### src/hdl/prefix_code_stream_decoder_top_macros.svh
// Assertion macros for the prefix code stream decoder.
// Used by the top level only; no other dependencies.
`ifndef PREFIX_CODE_STREAM_DECODER_TOP_MACROS_SVH
`define PREFIX_CODE_STREAM_DECODER_TOP_MACROS_SVH

// Check a property on every rising clock edge outside reset.
`define PCSD_ASSERT(label, clk, rst_n, prop) \
  label: assert property (@(posedge clk) disable iff (!rst_n) (prop)) \
    else $error("pcsd assertion failed");

// Check that a condition in one cycle implies another in the next cycle.
`define PCSD_ASSERT_NEXT(label, clk, rst_n, cond, nxt) \
  label: assert property (@(posedge clk) disable iff (!rst_n) (cond) |=> (nxt)) \
    else $error("pcsd assertion failed");

`endif

### src/hdl/pcsd_pkg.sv
// Shared types and constants of the prefix code stream decoder.
// Used by the controller, the datapath and the top level.
package pcsd_pkg;

  localparam int DEF_TABLE_ENTRIES = 256;
  localparam int DEF_MAX_CODE_BITS = 20;
  localparam int DEF_HEADER_BYTES  = 4;

  localparam int INDEX_W   = 8;
  localparam int CODE_W    = 20;
  localparam int LEN_W     = 5;
  localparam int SYM_W     = 8;
  localparam int BYTE_W    = 8;
  localparam int COUNT_W   = 4 * 8;
  localparam int HDR_CNT_W = 3;
  localparam int BIT_CNT_W = 3;
  localparam logic [BIT_CNT_W-1:0] BYTE_TOP_BIT = 3'd7;

  localparam logic ACT_LOAD = 1'b0;
  localparam logic ACT_BYTE = 1'b1;

  typedef struct packed {
    logic load;
    logic header;
    logic start_byte;
    logic shift;
    logic scan_start;
    logic scan_run;
    logic capture;
    logic next_bit;
    logic flush;
    logic clear_frame;
  } cmd_t;

  typedef struct packed {
    logic hdr_done;
    logic stopped;
    logic overflow;
    logic hit;
    logic miss_done;
    logic out_free;
    logic pend_valid;
    logic bit_zero;
    logic last_flag;
  } status_t;

endpackage

### src/hdl/pcsd_ctrl.sv
// Controller of the prefix code stream decoder: sequences load, header,
// bit shift, table scan, emit and flush steps. Depends on pcsd_pkg.
module pcsd_ctrl import pcsd_pkg::*; (
  input  logic    clk_i,
  input  logic    rst_ni,
  input  logic    in_valid_i,
  input  logic    in_action_i,
  input  logic    in_last_byte_i,
  input  status_t status_i,
  output logic    in_stall_o,
  output cmd_t    cmd_o
);

  typedef enum logic [5:0] {
    ST_IDLE  = 6'b000001,
    ST_SHIFT = 6'b000010,
    ST_SCAN  = 6'b000100,
    ST_EMIT  = 6'b001000,
    ST_NEXT  = 6'b010000,
    ST_FLUSH = 6'b100000
  } state_e;

  state_e state_q, state_d;

  always_comb begin
    state_d    = state_q;
    cmd_o      = '0;
    in_stall_o = 1'b1;
    unique case (state_q)
      ST_IDLE: begin
        in_stall_o = 1'b0;
        if (in_valid_i) begin
          if (in_action_i == ACT_LOAD) begin
            cmd_o.load = 1'b1;
          end else if (!status_i.hdr_done) begin
            cmd_o.header      = 1'b1;
            cmd_o.clear_frame = in_last_byte_i;
          end else if (status_i.stopped) begin
            cmd_o.clear_frame = in_last_byte_i;
          end else begin
            cmd_o.start_byte = 1'b1;
            state_d          = ST_SHIFT;
          end
        end
      end
      ST_SHIFT: begin
        cmd_o.shift = 1'b1;
        if (status_i.overflow) begin
          state_d = ST_NEXT;
        end else begin
          cmd_o.scan_start = 1'b1;
          state_d          = ST_SCAN;
        end
      end
      ST_SCAN: begin
        if (status_i.hit) begin
          state_d = ST_EMIT;
        end else if (status_i.miss_done) begin
          state_d = ST_NEXT;
        end else begin
          cmd_o.scan_run = 1'b1;
        end
      end
      ST_EMIT: begin
        if (!status_i.pend_valid || status_i.out_free) begin
          cmd_o.capture = 1'b1;
          state_d       = ST_NEXT;
        end
      end
      ST_NEXT: begin
        if (status_i.stopped || status_i.bit_zero) begin
          state_d = ST_FLUSH;
        end else begin
          cmd_o.next_bit = 1'b1;
          state_d        = ST_SHIFT;
        end
      end
      ST_FLUSH: begin
        if (!status_i.pend_valid || status_i.out_free) begin
          cmd_o.flush       = 1'b1;
          cmd_o.clear_frame = status_i.last_flag;
          state_d           = ST_IDLE;
        end
      end
      default: begin
        state_d = ST_IDLE;
      end
    endcase
  end

  always_ff @(posedge clk_i or negedge rst_ni) begin
    if (!rst_ni) begin
      state_q <= ST_IDLE;
    end else begin
      state_q <= state_d;
    end
  end

endmodule

### config.mk
export PLATFORM = sky130hd
export DESIGN_NAME = pcsd_ctrl
export DESIGN_NICKNAME = d
export VERILOG_FILES = /design/src/hdl/prefix_code_stream_decoder_top_macros.svh /design/src/hdl/pcsd_pkg.sv /design/src/hdl/pcsd_ctrl.sv
export SDC_FILE = /design/constraint.sdc
export NUM_CORES = 1
export LEC_CHECK = 0
export BUFFER_PORTS_ARGS = -buffer_cell sky130_fd_sc_hd__buf_2
export CORE_ASPECT_RATIO = 0.9
export CORE_UTILIZATION = 30
export DETAILED_ROUTE_END_ITERATION = 8
export GPL_TIMING_DRIVEN = 0
export MAX_ROUTING_LAYER = met4
export PLACE_DENSITY_LB_ADDON = 0.3
export SLEW_MARGIN = 0
export SYNTH_ARGS = -nofsm -noshare
export SYNTH_HDL_FRONTEND = slang
export SYNTH_SLANG_ARGS = --single-unit
### constraint.sdc
create_clock -name clk_i -period 2.1 [get_ports clk_i]
set_input_delay 0.42 -clock clk_i [delete_from_list [all_inputs] [get_ports clk_i]]
set_output_delay 0.42 -clock clk_i [all_outputs]
set_load 0.02 [all_outputs]
### After elaboration in Yosys (flattened, before gate mapping)

Cells that the tools add are included.

| storage, ports and cells | value |
|---|---|
| input bits | 14 |
| word-level logic and storage cells | 53 |
| output and inout bits | 11 |
| register bits | 6 |

| operators by class | value |
|---|---|
| reductions and logical operators | 4 |
| equality and inequality tests | 13 |
| multiplexer cells | 35 |

Operators with widths:

| operator | number |
|---|---|
| $mux W6 | 9 |
| $pmux W6 S6 | 1 |
| $mux W1 | 18 |
| $ne A2 B2 Y1 const B | 6 |
| $reduce_and A7 Y1 | 1 |
| $eq A6 B1 Y1 const B | 1 |
| $eq A6 B2 Y1 const B | 1 |
| $eq A6 B3 Y1 const B | 1 |
| $eq A6 B4 Y1 const B | 1 |
| $eq A6 B5 Y1 const B | 1 |
| $eq A6 B6 Y1 const B | 1 |
| $mux W2 | 3 |
| $mux W3 | 2 |
| $mux W5 | 1 |
| $ne A3 B3 Y1 const B | 1 |
| $logic_or A1 B1 Y1 | 2 |
| $pmux W1 S2 | 1 |
| $logic_not A1 Y1 | 1 |

### Depth between registers and ports, before layout

| logic depth | value |
|---|---|
| word-level depth | 5 |
| mapped depth | 6 |
| mapped depth without buffers | 5 |

### Worst setup path after synthesis

Ideal clock, no wire load.

| timing | value |
|---|---|
| kind | register to output |
| start | register state_q[5] |
| end | output port cmd_o[0] (netlist bit) |
| cell stages (with the launch flop) | 5 |
| data required time | 1.680 ns |
| path buffers | 1 |
| data arrival time | 1.818 ns |
| setup slack | -0.138 ns |
| cell sequence | dfrtp_1 buf_6 nor4_1 nand2_1 o31ai_1 |

RTL lines:

| item | line | text |
|---|---|---|
| start: declaration | pcsd_ctrl.sv:23 | `state_e state_q, state_d;` |
| start signal: assignment | pcsd_ctrl.sv:95 | `state_q <= state_d;` |
| end: declaration | pcsd_ctrl.sv:11 | `output cmd_t cmd_o` |

==> metrics.yaml <==
cap_violations: 0
syn_nets: 78
power_frac_clock: 0.169
clk_latency_ps: 250
synth-simple-area-share: 0.376
rr_startpoint: "state_q[1]"
routedWlPerCell_microns: 11.4
htreeDepth: 1
pwr-share-seq: 0.250
vias: 610
synth.avg_cell_area_sq_um: 7.70
p_int_uw: 401
status: "finished with violations"
path_buf_inv: 2
most-common-layout-cells: "21 x buf_2, 12 x buf_4, 7 x nor2_1"
antenna_cells: 0
cts_buffers: 3
worstSetupPathType: "reg2out"
dieHeight_microns: 40.5
reg.largest.list: "state_q: 6 flops"
post-route-period-util: 1.04
die_w_microns: 44.7
ys_async_sr_fraction: 1.00
dieArea_sq_mm: 0.00181
ys.warnings.count: 0
yosysTopAreaCellShare: 0.254
synth_xor_area_frac: 0.0355
leakagePower_uw: 0.000406
startpoint: "state_q[1]"
setup_viol: 1
final_common_cell: "buf_2"
area_delta_synth_final_pct: 59.6
path_clk_slew_ps: 50
grt_start_max_net_pins: 11
cts_tree: "built"
netlist_instances: 64
cts_buffer_depth: 2
yosysSeqAreaShare: 0.307
reg2reg_depth: 5
swShare: 0.419
final_util: 0.526
vdd_ir_drop_max_v: 0.000462
vias_per_cell: 5.00
muxShareOfSynthArea: 0
cp.depth: 4
nets: 115
grt_pass1_wl_microns: 2070
synth_top_cell_by_area: "dfrtp_1"
hpwl_microns: 974
cp-start-kind: "flop"
largest_register_ffs: 6
cts_sinks: 6
cp.required_ps: 1680
crit_end: "cmd_o[4]"
drcViolationCount: 0
synth-main-ff-cell: "dfrtp_1"
drt_wl_total_microns: 1390
synth-edff-count: 0
root_buffer: "clkbuf_4"
end_kind: "output port"
p_sw_uw: 289
max_freq_mhz: 460
yosys.area_share.adder: 0
fin_crit_ps: 2180
cp_max_fo: 3
synth.cell_area_sq_um: 493
maxSlewViolCount: 0
antenna_found_initial: 0
violations: "negative setup slack"
worst_slew_pin_slew_ps: 336
largest_register: "state_q"
grt_pass1_vias: 481
reg2reg_slack_ps: 360
power_uw: 690
relSlewSlack: 0.775
critPathTopFamily: "simple AND/OR/NAND/NOR gates"
r2r_end: "state_q[1]"
ys_ff_latch: 6
rows: 13
cp_cell_sequence: "or4_4 -> or3_4 -> inv_2 -> buf_6"
rsz0062_at_grt: "true"
grt_overflow: 0
ant_nets: 0
drt_iter0_drc: 27
grtUsageTotal: 0.170
synth_compound_area_frac: 0.195
cp.arrival_ps: 1760
gp_congestion: 0.782
hold_viol: 0
synth_cell_types: 30
setup_ws_ps: -75.1
crit_slowest_cell: "or4_4"
start_util: 0.329
hold_path_class: "in2reg"
p_comb_frac: 0.581
synth_area_leaders: "dfrtp_1 25%, o21ai_0 6.1%, dfstp_2 5.3%, nor2_1 5.3%, nor3_1 5.1%"
slowest_delay_ps: 550
dr.pass1.iters: 4
p_per_area_mw_per_mm2: 876
io_buffers: 24
coreArea_sq_mm: 0.00150
synth_top_family_by_area: "simple AND/OR/NAND/NOR gates"
skew_ps: 11.9
io-pin-count: 25
drive_above_1_share: 0.530
[cells in the mapped netlist (all sizes together), types with 3 or more instances]
cell and instances:
nor3 5, nand3 3, o211ai 3, nand2 6
inv 4, o21ai 6, a21oi 3, dfrtp 5
buf 3, nor2b 3, nor2 7
[layout make-up]
class,instances,area (sq um)
plain buffers,3,23.8
clock buffers,4,26.3
fillers,155,709
inverters,4,15.0
multi-input cells,50,337
flip-flops and latches,6,154
well taps,22,27.5
repair buffers,33,204
[metal layers]
metal  vias up  track usage  routed length (microns)
li1        300            -                        -
met1       275        0.211                      607
met2        33        0.265                      687
met3         2       0.0541                       92
met4         0       0.0530                        2
met5         -            -                        0
[power by group through the flow]
stage                     Combinational (uW)  Clock (uW)  Sequential [uW]
final                                    401         116              172
after global routing                     440         131              177
after CTS                                335         121              168
after detailed placement                 309           0              169
after global placement                   303           0              169
after floorplan                          229           0              162
[worst min-delay path by stage]
stage	endpoint	startpoint	depth (start not counted)
6_report	state_q[2]	status_i[6]	2
5_1_grt	state_q[2]	status_i[6]	2
4_1_cts	state_q[2]	status_i[6]	2
3_5_place_dp	state_q[3]	rst_ni	1
3_3_place_gp	state_q[3]	rst_ni	1
2_1_floorplan	state_q[1]	rst_ni	0
[metrics by stage]
step	std cells	hold slack, ps	setup slack (ps)	TNS (ps)	cell area [sq um]
4_1_cts	119	386	-141	-327	744
2_1_floorplan	64	124	-24.7	-24.7	508
6_report	122	392	-75.1	-75.1	787
3_3_place_gp	110	249	25.3	0	656
3_5_place_dp	110	251	-12.3	-12.3	656
5_1_grt	122	396	-141	-232	787
[repair_timing]
action,CTS,global route
buffers inserted,4,4
pin swaps,2,2
hold buffers,1,0
endpoints found under the hold margin,5,0
gates cloned,0,0
setup endpoints to repair,7,7
gates resized for setup,7,11
[cell families after synthesis]
family                    Yosys count
xor gates and xnor gates            2
buffers and inverters               8
and+or+nand+nor                    33
AOI/OAI and AO/OA                  15
DFF                                 6
(Power assumes the default switching activity.)
